## config.mk

```make
export PLATFORM = sky130hd
export DESIGN_NAME = amf0_stream_parser_flat
export DESIGN_NICKNAME = d
export VERILOG_FILES = /design/src/hw/rtl/amf0_pkg.sv /design/src/hw/rtl/amf0_msg_if.sv /design/src/hw/rtl/amf0_evt_if.sv /design/src/hw/rtl/amf0_parse_core.sv /design/src/hw/rtl/amf0_stream_parser.sv /design/src/flat_wrapper.sv
export SDC_FILE = /design/constraint.sdc
export NUM_CORES = 1
export LEC_CHECK = 0
export ABC_AREA = 1
export BUFFER_PORTS_ARGS = -buffer_cell sky130_fd_sc_hd__buf_2
export CAP_MARGIN = 10
export CORE_ASPECT_RATIO = 1.4
export CORE_MARGIN = 2
export CORE_UTILIZATION = 25
export CTS_CLUSTER_DIAMETER = 120
export DETAILED_ROUTE_END_ITERATION = 6
export PLACE_DENSITY_LB_ADDON = 0.1
export REMOVE_ABC_BUFFERS = 1
export SYNTH_ARGS = -nofsm -noshare
export SYNTH_HDL_FRONTEND = slang
export SYNTH_SLANG_ARGS = --single-unit
```

## constraint.sdc

```tcl
create_clock -name clk -period 8.6 [get_ports clk]
set_clock_uncertainty 0.15 [all_clocks]
set_input_delay 1.72 -clock clk [delete_from_list [all_inputs] [get_ports clk]]
set_output_delay 1.72 -clock clk [all_outputs]
set_load 0.02 [all_outputs]
```

## src/hw/rtl/amf0_pkg.sv

```systemverilog
package amf0_pkg;

  localparam int MAX_DEPTH = 8;
  localparam int LVL_W     = 4;
  localparam int IDX_W     = 3;

  // Parser phases
  localparam logic [4:0] PH_MARKER = 5'd0;
  localparam logic [4:0] PH_NUM    = 5'd1;
  localparam logic [4:0] PH_BOOL   = 5'd2;
  localparam logic [4:0] PH_REF    = 5'd3;
  localparam logic [4:0] PH_DATE   = 5'd4;
  localparam logic [4:0] PH_SLEN   = 5'd5;
  localparam logic [4:0] PH_LLEN   = 5'd6;
  localparam logic [4:0] PH_XLEN   = 5'd7;
  localparam logic [4:0] PH_STEXT  = 5'd8;
  localparam logic [4:0] PH_LTEXT  = 5'd9;
  localparam logic [4:0] PH_XTEXT  = 5'd10;
  localparam logic [4:0] PH_ECOUNT = 5'd11;
  localparam logic [4:0] PH_ACOUNT = 5'd12;
  localparam logic [4:0] PH_PLEN   = 5'd13;
  localparam logic [4:0] PH_PEMPTY = 5'd14;
  localparam logic [4:0] PH_NTEXT  = 5'd15;

  // Events
  localparam logic [2:0] EV_CONSUMED = 3'd0;
  localparam logic [2:0] EV_SCALAR   = 3'd1;
  localparam logic [2:0] EV_OPEN     = 3'd2;
  localparam logic [2:0] EV_CLOSE    = 3'd3;
  localparam logic [2:0] EV_NAME     = 3'd4;
  localparam logic [2:0] EV_MSG_OK   = 3'd5;
  localparam logic [2:0] EV_ERROR    = 3'd6;

  // Error codes
  localparam logic [2:0] ERR_NONE      = 3'd0;
  localparam logic [2:0] ERR_TRUNC     = 3'd1;
  localparam logic [2:0] ERR_UTF8      = 3'd2;
  localparam logic [2:0] ERR_UNSUPP    = 3'd3;
  localparam logic [2:0] ERR_DEEP      = 3'd4;
  localparam logic [2:0] ERR_UNKNOWN   = 3'd5;

  // Markers
  localparam logic [7:0] MK_NUMBER  = 8'h00;
  localparam logic [7:0] MK_BOOL    = 8'h01;
  localparam logic [7:0] MK_STRING  = 8'h02;
  localparam logic [7:0] MK_OBJECT  = 8'h03;
  localparam logic [7:0] MK_CLIP    = 8'h04;
  localparam logic [7:0] MK_NULL    = 8'h05;
  localparam logic [7:0] MK_UNDEF   = 8'h06;
  localparam logic [7:0] MK_REF     = 8'h07;
  localparam logic [7:0] MK_ECMA    = 8'h08;
  localparam logic [7:0] MK_OBJEND  = 8'h09;
  localparam logic [7:0] MK_STRICT  = 8'h0a;
  localparam logic [7:0] MK_DATE    = 8'h0b;
  localparam logic [7:0] MK_LSTRING = 8'h0c;
  localparam logic [7:0] MK_UNSUPP  = 8'h0d;
  localparam logic [7:0] MK_RECSET  = 8'h0e;
  localparam logic [7:0] MK_XML     = 8'h0f;
  localparam logic [7:0] MK_TYPED   = 8'h10;

  typedef struct packed {
    logic [2:0]  event_res;
    logic [4:0]  value_kind;
    logic [3:0]  depth;
    logic [63:0] payload;
    logic        is_text_byte;
    logic [2:0]  error_code;
    logic        last;
  } res_t;

  // Marker reported for a byte inside a value body
  function automatic logic [4:0] phase_kind(input logic [4:0] ph);
    logic [4:0] k;
    unique case (ph)
      PH_NUM:    k = 5'd0;
      PH_BOOL:   k = 5'd1;
      PH_REF:    k = 5'd7;
      PH_DATE:   k = 5'd11;
      PH_SLEN, PH_STEXT, PH_PLEN, PH_PEMPTY, PH_NTEXT: k = 5'd2;
      PH_LLEN, PH_LTEXT:   k = 5'd12;
      PH_XLEN, PH_XTEXT:   k = 5'd15;
      PH_ECOUNT: k = 5'd8;
      PH_ACOUNT: k = 5'd10;
      default:   k = 5'd0;
    endcase
    return k;
  endfunction

endpackage

```

## src/hw/rtl/amf0_msg_if.sv

```systemverilog
interface amf0_msg_if;
  logic       valid;
  logic       ready;
  logic [7:0] data_byte;
  logic       end_of_message;

  modport source (output valid, output data_byte, output end_of_message, input ready);
  modport sink   (input valid, input data_byte, input end_of_message, output ready);
endinterface

```

## src/hw/rtl/amf0_evt_if.sv

```systemverilog
interface amf0_evt_if;
  logic        valid;
  logic        ready;
  logic [2:0]  event_res;
  logic [4:0]  value_kind;
  logic [3:0]  depth;
  logic [63:0] payload;
  logic        is_text_byte;
  logic [2:0]  error_code;
  logic        last;

  modport source (output valid, output event_res, output value_kind, output depth,
                  output payload, output is_text_byte, output error_code, output last,
                  input ready);
  modport sink   (input valid, input event_res, input value_kind, input depth,
                  input payload, input is_text_byte, input error_code, input last,
                  output ready);
endinterface

```

## src/hw/rtl/amf0_parse_core.sv

```systemverilog
module amf0_parse_core
  import amf0_pkg::*;
(
  input  logic       clk,
  input  logic       rst,
  input  logic       step,
  input  logic [7:0] data_byte,
  input  logic       end_of_message,
  input  logic [3:0] depth_limit,
  output res_t       res
);

  // Parse state
  logic [4:0]        phase, phase_next;
  logic [3:0]        hdr, hdr_next;
  logic [63:0]       acc, acc_next;
  logic [31:0]       chars, chars_next;
  logic [1:0]        cont, cont_next;
  logic [LVL_W-1:0]  lvl, lvl_next;
  logic              err_seen, err_seen_next;

  // Container stack: kind flags and strict-array counts per level
  logic [MAX_DEPTH-1:0] is_strict, is_ecma, cnt_one;
  logic [31:0]          cnt_mem [MAX_DEPTH];

  logic              st_we;
  logic [IDX_W-1:0]  st_idx;
  logic              st_strict, st_ecma;
  logic [31:0]       st_cnt;

  // Shared finish logic
  logic [63:0]       acc_sh;
  logic              pop1;
  logic [LVL_W-1:0]  fin_start, fin_lvl;
  logic              fin_closed, fin_still, fin_plen, fin_dec;
  logic [IDX_W-1:0]  fin_idx;
  logic [31:0]       fin_cnt;

  assign acc_sh = {acc[55:0], data_byte};
  assign pop1 = !err_seen && (lvl != '0) &&
                (((phase == PH_PEMPTY) && (data_byte == MK_OBJEND)) ||
                 ((phase == PH_ACOUNT) && (hdr <= 4'd1) && (acc_sh[31:0] == 32'd0)));
  assign fin_start = pop1 ? lvl - 1'b1 : lvl;

  // Pop strict arrays whose last element just completed
  always_comb begin
    fin_lvl   = fin_start;
    fin_still = 1'b1;
    for (int i = MAX_DEPTH - 1; i >= 0; i--) begin
      if (LVL_W'(i) < fin_start && fin_still) begin
        if (is_strict[i] && cnt_one[i]) fin_lvl = LVL_W'(i);
        else fin_still = 1'b0;
      end
    end
    fin_closed = fin_lvl != fin_start;
    fin_idx    = IDX_W'(fin_lvl - 1'b1);
    fin_plen   = (fin_lvl != '0) && !is_strict[fin_idx];
    fin_dec    = (fin_lvl != '0) && is_strict[fin_idx];
    fin_cnt    = cnt_mem[fin_idx] - 32'd1;
  end

  always_comb begin
    logic [4:0]  kind;
    logic [2:0]  ev;
    logic [2:0]  err;
    logic [63:0] pay;
    logic        text;
    logic        finish;
    logic        open_c;
    logic        op_strict, op_ecma;
    logic [4:0]  op_phase;
    logic [3:0]  op_hdr;
    logic [3:0]  limit;
    logic [3:0]  hdr_d;
    logic [1:0]  ulen;
    logic        bad;
    logic [31:0] len;
    logic [LVL_W-1:0] depth_out;

    phase_next    = phase;
    hdr_next      = hdr;
    acc_next      = acc;
    chars_next    = chars;
    cont_next     = cont;
    lvl_next      = lvl;
    err_seen_next = err_seen;
    st_we     = 1'b0;
    st_idx    = IDX_W'(lvl);
    st_strict = 1'b0;
    st_ecma   = 1'b0;
    st_cnt    = 32'd0;

    ev     = EV_CONSUMED;
    err    = ERR_NONE;
    pay    = 64'd0;
    kind   = phase_kind(phase);
    text   = (phase == PH_STEXT) || (phase == PH_LTEXT) ||
             (phase == PH_XTEXT) || (phase == PH_NTEXT);
    finish = 1'b0;
    open_c = 1'b0;
    op_strict = 1'b0;
    op_ecma   = 1'b0;
    op_phase  = PH_PLEN;
    op_hdr    = 4'd2;
    limit  = (depth_limit < 4'(MAX_DEPTH)) ? depth_limit : 4'(MAX_DEPTH);
    hdr_d  = 4'd0;
    ulen   = 2'd0;
    bad    = 1'b0;
    len    = 32'd0;

    if (err_seen) begin
      // Drain the rest of a failed message
      kind = 5'd0;
      text = 1'b0;
      depth_out = lvl;
      if (end_of_message) begin
        ev = EV_ERROR;
        depth_out = '0;
        phase_next = PH_MARKER; hdr_next = '0; acc_next = '0; chars_next = '0;
        cont_next = '0; lvl_next = '0; err_seen_next = 1'b0;
      end
    end else begin
      if ((phase == PH_MARKER) || ((phase == PH_PEMPTY) && !pop1)) begin
        // Decode a value marker
        kind = (data_byte <= MK_TYPED) ? data_byte[4:0] : 5'd0;
        unique case (data_byte)
          MK_NUMBER:  begin phase_next = PH_NUM;   hdr_next = 4'd8;  acc_next = '0; end
          MK_BOOL:    begin phase_next = PH_BOOL;  hdr_next = 4'd1;  acc_next = '0; end
          MK_STRING:  begin phase_next = PH_SLEN;  hdr_next = 4'd2;  acc_next = '0; end
          MK_REF:     begin phase_next = PH_REF;   hdr_next = 4'd2;  acc_next = '0; end
          MK_DATE:    begin phase_next = PH_DATE;  hdr_next = 4'd10; acc_next = '0; end
          MK_LSTRING: begin phase_next = PH_LLEN;  hdr_next = 4'd4;  acc_next = '0; end
          MK_XML:     begin phase_next = PH_XLEN;  hdr_next = 4'd4;  acc_next = '0; end
          MK_NULL, MK_UNDEF: begin finish = 1'b1; pay = 64'd0; end
          MK_OBJECT:  begin open_c = 1'b1; op_phase = PH_PLEN; op_hdr = 4'd2; end
          MK_ECMA:    begin
            open_c = 1'b1; op_ecma = 1'b1; op_phase = PH_ECOUNT; op_hdr = 4'd4;
          end
          MK_STRICT:  begin
            open_c = 1'b1; op_strict = 1'b1; op_phase = PH_ACOUNT; op_hdr = 4'd4;
          end
          MK_CLIP, MK_OBJEND, MK_UNSUPP, MK_RECSET, MK_TYPED: begin
            ev = EV_ERROR; err = ERR_UNSUPP;
          end
          default: begin ev = EV_ERROR; err = ERR_UNKNOWN; end
        endcase
        if (open_c) begin
          if ((lvl >= limit) || (lvl >= LVL_W'(MAX_DEPTH))) begin
            ev = EV_ERROR; err = ERR_DEEP;
          end else begin
            st_we = 1'b1; st_idx = IDX_W'(lvl);
            st_strict = op_strict; st_ecma = op_ecma; st_cnt = 32'd0;
            lvl_next = lvl + 1'b1;
            phase_next = op_phase; hdr_next = op_hdr; acc_next = '0;
            ev = EV_OPEN;
          end
        end
      end else if (phase == PH_PEMPTY) begin
        // Object end after an empty name
        finish = 1'b1;
        kind = is_strict[IDX_W'(lvl - 1'b1)] ? 5'd10 :
               (is_ecma[IDX_W'(lvl - 1'b1)] ? 5'd8 : 5'd3);
        ev = EV_CLOSE;
      end else if (text) begin
        // Count characters by UTF-8 lead byte
        if (cont != 2'd0) begin
          cont_next = cont - 2'd1;
          chars_next = chars;
        end else begin
          if (data_byte <= 8'h7f) ulen = 2'd0;
          else if ((data_byte >= 8'hc2) && (data_byte <= 8'hdf)) ulen = 2'd1;
          else if ((data_byte >= 8'he0) && (data_byte <= 8'hef)) ulen = 2'd2;
          else if ((data_byte >= 8'hf0) && (data_byte <= 8'hf4)) ulen = 2'd3;
          else bad = 1'b1;
          chars_next = chars - 32'd1;
          cont_next  = ulen;
        end
        if (bad) begin
          chars_next = chars; cont_next = cont;
          ev = EV_ERROR; err = ERR_UTF8;
        end else begin
          acc_next = acc + 64'd1;
          if ((chars_next == 32'd0) && (cont_next == 2'd0)) begin
            if (phase == PH_NTEXT) begin
              ev = EV_NAME; pay = acc_next;
              phase_next = PH_MARKER; hdr_next = '0; acc_next = '0;
            end else begin
              finish = 1'b1; pay = acc + 64'd1;
            end
          end
        end
      end else begin
        // Header and fixed-size body bytes
        if ((phase != PH_DATE) || (hdr > 4'd2)) acc_next = acc_sh;
        hdr_d = (hdr != 4'd0) ? hdr - 4'd1 : 4'd0;
        hdr_next = hdr_d;
        if (hdr_d == 4'd0) begin
          unique case (phase)
            PH_NUM, PH_BOOL, PH_REF, PH_DATE: begin
              finish = 1'b1; pay = acc_next;
            end
            PH_SLEN, PH_LLEN, PH_XLEN: begin
              len = (phase == PH_SLEN) ? {16'd0, acc_next[15:0]} : acc_next[31:0];
              if (len == 32'd0) begin
                finish = 1'b1; pay = 64'd0;
              end else begin
                chars_next = len; cont_next = '0; acc_next = '0;
                phase_next = (phase == PH_SLEN) ? PH_STEXT :
                             ((phase == PH_LLEN) ? PH_LTEXT : PH_XTEXT);
              end
            end
            PH_ECOUNT: begin phase_next = PH_PLEN; hdr_next = 4'd2; acc_next = '0; end
            PH_ACOUNT: begin
              len = acc_next[31:0];
              if (lvl == '0) begin
                phase_next = PH_MARKER; hdr_next = '0; acc_next = '0;
              end else if (len == 32'd0) begin
                finish = 1'b1; ev = EV_CLOSE; kind = 5'd10;
              end else begin
                st_we = 1'b1; st_idx = IDX_W'(lvl - 1'b1);
                st_strict = 1'b1; st_ecma = 1'b0; st_cnt = len;
                phase_next = PH_MARKER; hdr_next = '0; acc_next = '0;
              end
            end
            PH_PLEN: begin
              len = {16'd0, acc_next[15:0]};
              if (len == 32'd0) begin
                phase_next = PH_PEMPTY; hdr_next = '0; acc_next = '0;
              end else begin
                chars_next = len; cont_next = '0; acc_next = '0; phase_next = PH_NTEXT;
              end
            end
            default: begin phase_next = PH_MARKER; hdr_next = '0; acc_next = '0; end
          endcase
        end
      end

      // Return to the enclosing container
      if (finish) begin
        acc_next = '0;
        hdr_next = fin_plen ? 4'd2 : 4'd0;
        phase_next = fin_plen ? PH_PLEN : PH_MARKER;
        lvl_next = fin_lvl;
        if (fin_dec && !fin_closed) begin
          // count not exhausted: write back decremented count
          st_we = 1'b1; st_idx = fin_idx;
          st_strict = 1'b1; st_ecma = 1'b0; st_cnt = fin_cnt;
        end else if (fin_dec) begin
          st_we = 1'b1; st_idx = fin_idx;
          st_strict = 1'b1; st_ecma = 1'b0; st_cnt = fin_cnt;
        end
        if (ev != EV_CLOSE) ev = fin_closed ? EV_CLOSE : EV_SCALAR;
        if (fin_closed) kind = 5'd10;
      end

      depth_out = lvl_next;
      if (ev == EV_ERROR) begin
        pay = 64'd0;
        if (end_of_message) begin
          phase_next = PH_MARKER; hdr_next = '0; acc_next = '0; chars_next = '0;
          cont_next = '0; lvl_next = '0; err_seen_next = 1'b0;
        end else begin
          err_seen_next = 1'b1;
        end
      end else if (end_of_message) begin
        if ((lvl_next == '0) && (phase_next == PH_MARKER)) begin
          ev = EV_MSG_OK;
        end else begin
          ev = EV_ERROR; err = ERR_TRUNC; pay = 64'd0;
        end
        phase_next = PH_MARKER; hdr_next = '0; acc_next = '0; chars_next = '0;
        cont_next = '0; lvl_next = '0; err_seen_next = 1'b0;
      end
    end

    res.event_res    = ev;
    res.value_kind   = kind;
    res.depth        = depth_out;
    res.payload      = pay;
    res.is_text_byte = text;
    res.error_code   = err;
    res.last         = end_of_message;
  end

  // Hold or advance parse state
  always_ff @(posedge clk) begin
    if (rst) begin
      phase    <= PH_MARKER;
      hdr      <= '0;
      acc      <= '0;
      chars    <= '0;
      cont     <= '0;
      lvl      <= '0;
      err_seen <= 1'b0;
    end else if (step) begin
      phase    <= phase_next;
      hdr      <= hdr_next;
      acc      <= acc_next;
      chars    <= chars_next;
      cont     <= cont_next;
      lvl      <= lvl_next;
      err_seen <= err_seen_next;
    end
  end

  // Write one stack entry
  always_ff @(posedge clk) begin
    if (step && st_we) begin
      is_strict[st_idx] <= st_strict;
      is_ecma[st_idx]   <= st_ecma;
      cnt_one[st_idx]   <= st_cnt == 32'd1;
      cnt_mem[st_idx]   <= st_cnt;
    end
  end

endmodule

```

## src/hw/rtl/amf0_stream_parser.sv

```systemverilog
// AMF0 stream parser.
// msg: one AMF0 message byte per item (data_byte, end_of_message), valid/ready.
// evt: one event item per accepted byte, in order, valid/ready. cfg_we/cfg_data
// write depth_limit (reset 8). Write only while the block is idle, unenforced.
// An accepted byte lands in an input register; the parse logic runs from that
// register and the state and loads the event register when that one is free or
// being taken.
// Throughput is one byte per cycle unless evt stalls: the parse state updates
// once per byte; the input register refills in the same cycle the event loads.
// When evt stalls, the event register holds, one more byte may wait in the
// input register, and then msg.ready drops until the event is taken.
// Reset (rst, synchronous) empties both registers, returns the parser to
// expecting a marker at depth 0 and sets depth_limit to 8.
// Every final byte resets the parse state, with a message-ok or error event.
module amf0_stream_parser
  import amf0_pkg::*;
(
  input  logic       clk,
  input  logic       rst,
  amf0_msg_if.sink   msg,
  amf0_evt_if.source evt,
  input  logic       cfg_we,
  input  logic [3:0] cfg_data
);

  logic       in_v;
  logic [7:0] in_byte;
  logic       in_eom;
  logic       adv;
  logic [3:0] depth_limit;
  res_t       res, out_res;
  logic       out_v;

  assign adv       = in_v && (!out_v || evt.ready);
  assign msg.ready = !in_v || adv;

  // Configuration register
  always_ff @(posedge clk) begin
    if (rst) begin
      depth_limit <= 4'd8;
    end else if (cfg_we) begin
      depth_limit <= cfg_data;
    end
  end

  // Input register
  always_ff @(posedge clk) begin
    if (rst) begin
      in_v <= 1'b0;
    end else if (msg.valid && msg.ready) begin
      in_v <= 1'b1;
    end else if (adv) begin
      in_v <= 1'b0;
    end
  end

  always_ff @(posedge clk) begin
    if (msg.valid && msg.ready) begin
      in_byte <= msg.data_byte;
      in_eom  <= msg.end_of_message;
    end
  end

  amf0_parse_core u_core (
    .clk            (clk),
    .rst            (rst),
    .step           (adv),
    .data_byte      (in_byte),
    .end_of_message (in_eom),
    .depth_limit    (depth_limit),
    .res            (res)
  );

  // Event register
  always_ff @(posedge clk) begin
    if (rst) begin
      out_v <= 1'b0;
    end else if (adv) begin
      out_v <= 1'b1;
    end else if (evt.ready) begin
      out_v <= 1'b0;
    end
  end

  always_ff @(posedge clk) begin
    if (adv) begin
      out_res <= res;
    end
  end

  assign evt.valid        = out_v;
  assign evt.event_res    = out_res.event_res;
  assign evt.value_kind   = out_res.value_kind;
  assign evt.depth        = out_res.depth;
  assign evt.payload      = out_res.payload;
  assign evt.is_text_byte = out_res.is_text_byte;
  assign evt.error_code   = out_res.error_code;
  assign evt.last         = out_res.last;

`ifndef ASSERT_OFF
  a_err_code_only_on_error: assert property (@(posedge clk) disable iff (rst)
    out_v && (out_res.error_code != ERR_NONE) |-> out_res.event_res == EV_ERROR)
    else $error("error code without error event");

  a_depth_bounded: assert property (@(posedge clk) disable iff (rst)
    out_v |-> out_res.depth <= 4'(MAX_DEPTH))
    else $error("depth beyond stack size");

  a_ok_at_top: assert property (@(posedge clk) disable iff (rst)
    out_v && (out_res.event_res == EV_MSG_OK) |-> out_res.last && (out_res.depth == 4'd0))
    else $error("message ok inside a container");

  a_no_drop: assert property (@(posedge clk) disable iff (rst)
    in_v && out_v && !evt.ready |=> in_v && out_v)
    else $error("item lost while stalled");
`endif

endmodule
```

## src/flat_wrapper.sv

```systemverilog
// flat-port wrapper written by rule: the top's interface ports become plain ports
module amf0_stream_parser_flat import amf0_pkg::*;
  (clk, rst, cfg_we, cfg_data, msg_valid, msg_data_byte, msg_end_of_message, msg_ready, evt_valid, evt_event_res, evt_value_kind, evt_depth, evt_payload, evt_is_text_byte, evt_error_code, evt_last, evt_ready);
  amf0_msg_if msg_i ();
  amf0_evt_if evt_i ();
  input  logic clk;
  input  logic rst;
  input  logic cfg_we;
  input  logic [3:0] cfg_data;
  input wire logic [$bits(msg_i.valid)-1:0] msg_valid;
  input wire logic [$bits(msg_i.data_byte)-1:0] msg_data_byte;
  input wire logic [$bits(msg_i.end_of_message)-1:0] msg_end_of_message;
  output wire logic [$bits(msg_i.ready)-1:0] msg_ready;
  output wire logic [$bits(evt_i.valid)-1:0] evt_valid;
  output wire logic [$bits(evt_i.event_res)-1:0] evt_event_res;
  output wire logic [$bits(evt_i.value_kind)-1:0] evt_value_kind;
  output wire logic [$bits(evt_i.depth)-1:0] evt_depth;
  output wire logic [$bits(evt_i.payload)-1:0] evt_payload;
  output wire logic [$bits(evt_i.is_text_byte)-1:0] evt_is_text_byte;
  output wire logic [$bits(evt_i.error_code)-1:0] evt_error_code;
  output wire logic [$bits(evt_i.last)-1:0] evt_last;
  input wire logic [$bits(evt_i.ready)-1:0] evt_ready;
  assign msg_i.valid = msg_valid;
  assign msg_i.data_byte = msg_data_byte;
  assign msg_i.end_of_message = msg_end_of_message;
  assign msg_ready = msg_i.ready;
  assign evt_valid = evt_i.valid;
  assign evt_event_res = evt_i.event_res;
  assign evt_value_kind = evt_i.value_kind;
  assign evt_depth = evt_i.depth;
  assign evt_payload = evt_i.payload;
  assign evt_is_text_byte = evt_i.is_text_byte;
  assign evt_error_code = evt_i.error_code;
  assign evt_last = evt_i.last;
  assign evt_i.ready = evt_ready;
  amf0_stream_parser u_core (.clk(clk), .rst(rst), .msg(msg_i), .evt(evt_i), .cfg_we(cfg_we), .cfg_data(cfg_data));
endmodule
```

==> results.py, run 1 <==
metrics = {
    "cts": {
        "cts_resized": 0,
        "clockBufferDepth": 3,
        "insertion_delay_ps": 660,
        "cts_sinks": 492,
        "cts_buffers": 54,
        "postCtsSetupRepairBufs": 0,
        "cts_root_buf": "clkbuf_16",
        "tritoncts": "yes",
        "h-tree-depth": 2,
        "clk_pin_slew_ps": 60,
        "hold_buffers": 0,
    },
    "finish": {
        "layout-drive-gt1-share_pct": 9.772,
        "fin_nets": 3714,
        "areaGrowthSynthToFinish_pct": 13.56,
        "layout.cells.non_filler": 5215,
        "final_util_pct": 28.57,
        "n_antenna_cell": 0,
    },
    "worst_setup_path": {
        "crit_path_end_kind": "flip-flop",
        "cp_max_fo": 60,
        "crit_slowest_cell": "dfxtp_1",
        "r2r-end": "u_core.u_core.cnt_one[4]",
        "crit_path_end": "u_core.u_core.cnt_one[4]",
        "criticalPathCategory": "reg2reg",
        "crit_arrival_ps": 7460,
        "start_kind": "flip-flop",
        "r2r.worst_path.cells": 34,
        "cpPeakStageDelay_ps": 700,
        "regToRegSetupSlack_ps": 1300,
        "cp-startpoint": "u_core.u_core.lvl[0]",
        "cp.required_ps": 8750,
        "r2r-start": "u_core.u_core.lvl[0]",
    },
    "route": {
        "drc": 5,
        "drt_iter0_markers": 1595,
        "drtPass1Iterations": 7,
        "vias_per_cell": 4.948,
        "wire_per_inst_um": 22.35,
        "routed_wirelength_mm": 116.6,
        "postRouteAntennaNets": 0,
        "vias": 25800,
    },
    "yosys": {
        "synth-seq-cells": 492,
        "syn_area_um2": 28830,
        "ys_seq_area_share_pct": 47.00,
        "async_flop_share_pct": 0,
        "ys.flop_type": "edfxtp_1",
        "syn-instance-count": 3639,
        "syn_avg_cell_area_um2": 7.924,
        "yosys_warnings": 0,
        "yosys.cell_types.count": 72,
        "synth-edff-count": 370,
    },
    "floorplanning": {
        "die_y_um": 405.8,
        "dieArea_um2": 118100,
        "ioPinCount": 101,
        "core-area_um2": 114600,
        "fp.dieW_um": 291.0,
        "start_util_pct": 25.16,
        "row_count": 147,
    },
    "power_and_ir_drop": {
        "p_leak_nw": 12.48,
        "peakVddDrop_mv": 0.1442,
        "switching_share_pct": 28.65,
        "p_comb_share_pct": 12.2,
        "clkPwrFrac_pct": 41.8,
        "p_int_mw": 4.042,
        "p_per_area_nw_per_um2": 173.0,
        "p_sw_mw": 1.623,
        "power_mw": 5.665,
        "pwr-share-seq_pct": 46.0,
    },
    "placement": {
        "dp.cells": 5114,
        "io_buffers": 100,
        "dpl.hpwl_mm": 82.05,
        "finalWeightedCongestion": 0.8886,
    },
    "run_status": {
        "violations": "DRC",
        "status": "complete, but fails checks",
    },
    "timing": {
        "setup_viol": 0,
        "rsz0062_at_grt": "no",
        "fin_tns_setup_ps": 0,
        "worst_pin_slew_ps": 1144,
        "finalHoldViolations": 0,
        "slew_headroom_pct": 23.03,
        "fin_crit_sh_pct": 84.92,
        "maxSlewViolCount": 0,
        "fmax_ghz": 0.1369,
        "min_period_ps": 7303,
    },
    "worst_hold_path": {
        "min-delay-start": "u_core.depth_limit[0]",
        "whs_path_depth": 2,
        "min_path_type": "reg2reg",
    },
    "flow_run": {
        "cap_violations": 0,
    },
    "grt": {
        "antenna_found_initial": 4,
        "grt_max_degree": 156,
        "first_global_vias": 26340,
        "grt_usage_pct": 19.37,
        "grt_pass1_wl_mm": 173.2,
        "grt-ovfl-total": 0,
    },
}
-- per-stage QoR --
| stage | instance area (µm²) | setup WS, ps | hold slack, ps |
|---|---|---|---|
| after floorplan | 27960 | -1797 | 280.8 |
| after global placement | 31010 | 1291 | 315.6 |
| after detailed placement | 31010 | 1279 | 321.1 |
| after CTS | 32740 | 1224 | 331.2 |
| after global routing | 32740 | 615.1 | 357.2 |
| final | 32740 | 1297 | 330.4 |
-- worst max-delay path, delay by kind of cell, from the launching register on --
family,cells,cell delay (ps)
flops,1,700
compound gates,2,550
fa+ha+maj,2,830
simple gates,26,4010
buf+inv,4,650
-- kinds of logic (layout without fill, tap and decap cells) --
kind of cell,after synthesis,count (layout),share of synthesized area [%]
AOI/OAI and AO/OA,713,713,14.48
xor gates and xnor gates,85,85,2.582
adders and majority gates,16,16,0.6943
buffers and inverters,634,720,8.935
DFF,492,492,47.00
and+or+nand+nor,1699,1699,26.30
-- flip-flops by register name (all words and copies together) (netlist names), 4 cells and up, named ones only --
signal and cells:
u_core.evt.value_kind 5, u_core.u_core.acc 64, u_core.evt.depth 4, u_core.u_core.chars 32, u_core.u_core.is_ecma 8, u_core.u_core.hdr 4, u_core.u_core.lvl 4, u_core.depth_limit 4
u_core.u_core.cnt_one 8, u_core.u_core.is_strict 8, u_core.evt.payload 64, u_core.in_byte 8, u_core.u_core.phase 5, u_core.u_core.cnt_mem 256
-- synth_stat cells, types with 34 or more instances --
library cell / count / share of area, %
edfxtp_1: 370 / 39
xor2_1: 77 / 2.3
buf_2: 34 / 0.59
o22ai_1: 34 / 0.74
nor2_1: 432 / 5.6
nand3b_1: 64 / 1.7
nand3_1: 270 / 4.7
nand2_1: 717 / 9.3
clkbuf_1: 112 / 1.5
nand4_1: 43 / 0.93
a21oi_1: 247 / 4.3
a22oi_1: 43 / 1.1
dfxtp_1: 122 / 8.5
o21ai_0: 193 / 3.3
o21ai_1: 47 / 0.82
inv_1: 420 / 5.5
nor3_1: 67 / 1.2
-- power groups by stage --
| stage | combinational, mW | clock [mW] | sequential (mW) |
|---|---|---|---|
| floorplan | 0.380 | 0 | 2.67 |
| finish | 0.693 | 2.37 | 2.60 |
| CTS | 0.699 | 2.45 | 2.61 |
| global placement | 0.703 | 0 | 2.66 |
| global route | 0.754 | 2.51 | 2.61 |
| detailed placement | 0.697 | 0 | 2.66 |
-- worst min path at each step --
stage and end:
3_3_place_gp u_core.depth_limit[0], 6_report u_core.depth_limit[0], 5_1_grt u_core.u_core.chars[21], 4_1_cts u_core.u_core.acc[63]
2_1_floorplan u_core.depth_limit[0], 3_5_place_dp u_core.u_core.acc[63]
-- routing by layer --
layer	global-route usage (%)	wire, µm
met1	23.16	48920
met2	36.02	60160
met3	1.851	3572
met4	6.599	3907
met5	0	0
-- area by class of cell --
class	count	area, µm²
fill	12480	81840
sequential	492	13550
multi-input combinational	2513	12850
tap	1490	1864
inverter	454	1709
clock buffer	75	1470
timing repair buffer	165	1028
clock inverter	26	265.3
-- layout by cell type, fill, tap and decap left out, types with 7 or more instances in the layout --
cell type and instances:
o21ai_0 193, xor2_1 76, clkinv_1 13, o22ai_1 34, buf_4 63, o21ai_1 46
a22oi_1 43, or2_2 8, nand3b_1 64, a31oi_1 19, a21oi_1 247, nand2_2 12
o211ai_1 15, edfxtp_1 370, inv_2 26, clkinv_2 10, a211oi_1 23, nand2_1 717
o32ai_1 8, nor2_1 417, nand4_1 43, nand3_1 269, nor2_4 17, nor4_1 30
nor2_2 18, o221ai_1 11, dfxtp_1 121, nand3_2 11, o2111ai_1 7, xnor2_1 8
inv_1 416, buf_2 99, o31ai_1 11, nor3_1 67, ha_1 15, a221oi_1 15
clkbuf_1 17, clkbuf_16 54
Note: power is estimated with default switching activity, not from simulation.
==> run 2, diff against run 1 <==
==> constraint.sdc (replaced) <==
create_clock -name clk -period 6.7 [get_ports clk]
set_clock_uncertainty 0.15 [all_clocks]
set_input_delay 1.34 -clock clk [delete_from_list [all_inputs] [get_ports clk]]
set_output_delay 1.34 -clock clk [all_outputs]
set_load 0.02 [all_outputs]
==> run 2 against run 1 <==
Net effect: the run now ends clean; register-to-register slack lost 900 ps; non-clock buffer count grew 71; first-iteration DRC count grew 19%; clock-buffer cell count shrank 10; critical path depth grew 5; clock power grew 29%; cell count grew 1.4%; cell area grew 2.4%; via count grew 1.1%; total power grew 29%; sequential power grew 28%; critical path type unchanged.
==> results.py, run 2 (synthesis results as in run 1) <==
metrics = {
    "worst_setup_path": {
        "crit_arrival_ps": 6630,
        "cpPeakStageDelay_ps": 400,
        "regToRegSetupSlack_ps": 400,
        "cp.required_ps": 7030,
        "start_kind": "flip-flop",
        "criticalPathCategory": "reg2reg",
        "crit_path_end_kind": "flip-flop",
        "crit_slowest_cell": "dfxtp_1",
        "r2r.worst_path.cells": 39,
        "crit_path_frequent_cell": "nand2_1",
        "cp_max_fo": 23,
    },
    "power_and_ir_drop": {
        "p_per_area_nw_per_um2": 217.8,
        "power_mw": 7.300,
        "p_int_mw": 5.215,
        "clkPwrFrac_pct": 41.8,
        "switching_share_pct": 28.56,
        "p_leak_nw": 12.91,
        "p_comb_share_pct": 12.5,
        "peakVddDrop_mv": 0.1890,
        "p_sw_mw": 2.085,
        "pwr-share-seq_pct": 45.7,
    },
    "grt": {
        "grt_pass1_wl_mm": 172.5,
        "grt-ovfl-total": 0,
        "first_global_vias": 26330,
        "grt_max_degree": 113,
        "grt_usage_pct": 19.26,
        "antenna_found_initial": 4,
    },
    "timing": {
        "worst_pin_slew_ps": 1184,
        "setup_viol": 0,
        "fmax_ghz": 0.1588,
        "slew_headroom_pct": 21.00,
        "timing.hold.ws_ps": 318.5,
        "finalHoldViolations": 0,
        "maxSlewViolCount": 0,
        "fin_crit_sh_pct": 94.01,
        "min_period_ps": 6299,
    },
    "cts": {
        "cts_sinks": 492,
        "clk_pin_slew_ps": 70,
        "clockBufferDepth": 3,
        "insertion_delay_ps": 640,
        "h-tree-depth": 2,
        "hold_buffers": 0,
        "cts_root_buf": "clkbuf_16",
        "cts_buffers": 54,
        "tritoncts": "yes",
    },
    "route": {
        "vias": 26080,
        "wire_per_inst_um": 21.98,
        "drtPass1Iterations": 7,
        "drc": 0,
        "vias_per_cell": 4.931,
        "routed_wirelength_mm": 116.3,
        "postRouteAntennaNets": 0,
        "drt_iter0_markers": 1893,
    },
    "floorplanning": {
        "die_y_um": 405.8,
        "start_util_pct": 25.16,
        "dieArea_um2": 118100,
        "ioPinCount": 101,
        "fp.dieW_um": 291.0,
        "core-area_um2": 114600,
        "row_count": 147,
    },
    "finish": {
        "fill_cells": 12460,
        "regMostFlops": "u_core.u_core.cnt_mem",
        "final_util_pct": 29.26,
        "largest_reg_flops": 256,
        "areaGrowthSynthToFinish_pct": 16.26,
        "layout-drive-gt1-share_pct": 11.64,
        "layout_commonest_cell": "nand2_1",
        "final_cell_mix": "nand2_1, nor2_1, inv_1",
        "finalInstanceArea_um2": 33520,
        "fin_nets": 3786,
    },
    "placement": {
        "io_buffers": 100,
        "finalWeightedCongestion": 0.8906,
        "placed_area_um2": 31680,
        "dpl.hpwl_mm": 82.37,
    },
    "worst_hold_path": {
        "min_path_type": "reg2reg",
        "whs_path_depth": 2,
    },
    "flow_run": {
        "cap_violations": 0,
    },
    "run_status": {
        "status": "complete, no violations",
    },
}
## run 2: worst paths after layout
check                                           start                        to
worst max-delay path             u_core.u_core.acc[0]  u_core.u_core.cnt_one[5]
worst min-delay path            u_core.depth_limit[0]     u_core.depth_limit[0]
worst max register to register   u_core.u_core.acc[0]  u_core.u_core.cnt_one[5]
worst min register to register  u_core.depth_limit[0]     u_core.depth_limit[0]
## run 2: worst max-delay path, delay by kind of cell, from the launching register on
family | cells | cell delay, ps
adder cells (fa/ha/maj) | 2 | 570
flip-flops | 1 | 400
XOR/XNOR | 1 | 190
AO/OA/AOI/OAI | 1 | 190
AND/OR/NAND/NOR | 31 | 3720
buffers and inverters | 4 | 870
## run 2: final cells by class
type	instances	area (µm²)	area share [%]
Multi-Input combinational cell	2514	12880	38.42
Sequential cell	492	13550	40.43
Timing Repair Buffer	236	1745	5.207
Clock inverter	37	341.6	1.019
Inverter	454	1720	5.132
Tap cell	1490	1864	5.561
Antenna cell	1	2.502	0.007465
Clock buffer	65	1414	4.218
## run 2: power by group through the flow
stage | registers [mW] | logic, mW | clock network (mW)
final | 3.34 | 0.909 | 3.05
after CTS | 3.34 | 0.914 | 3.16
after detailed placement | 3.40 | 0.911 | 0
after floorplan | 3.43 | 0.488 | 0
after global routing | 3.34 | 0.990 | 3.24
after global placement | 3.40 | 0.920 | 0
## run 2: metrics by stage
step	std cells	setup WS [ps]	setup TNS (ps)
after global routing	5288	-8.519	-56.88
after global placement	5184	-34.42	-273.5
final	5289	401.5	0
after floorplan	3459	-3697	-1894770
after CTS	5286	34.67	0
after detailed placement	5184	19.07	0
## run 2: per-layer routing
| metal | GRT usage (%) | routed length (µm) |
|---|---|---|
| met3 | 1.950 | 3638 |
| met1 | 23.05 | 48790 |
| met5 | 0 | 22 |
| met4 | 6.618 | 3765 |
| met2 | 35.69 | 60060 |
## run 2: what timing repair did
item / in CTS / in global routing
endpoints found under the hold margin: 0 / 0
resized for setup: 1 / 16
cloned: 0 / 1
pin swaps: 0 / 1
endpoints found under the setup margin: 8 / 48
setup buffers: 0 / 1
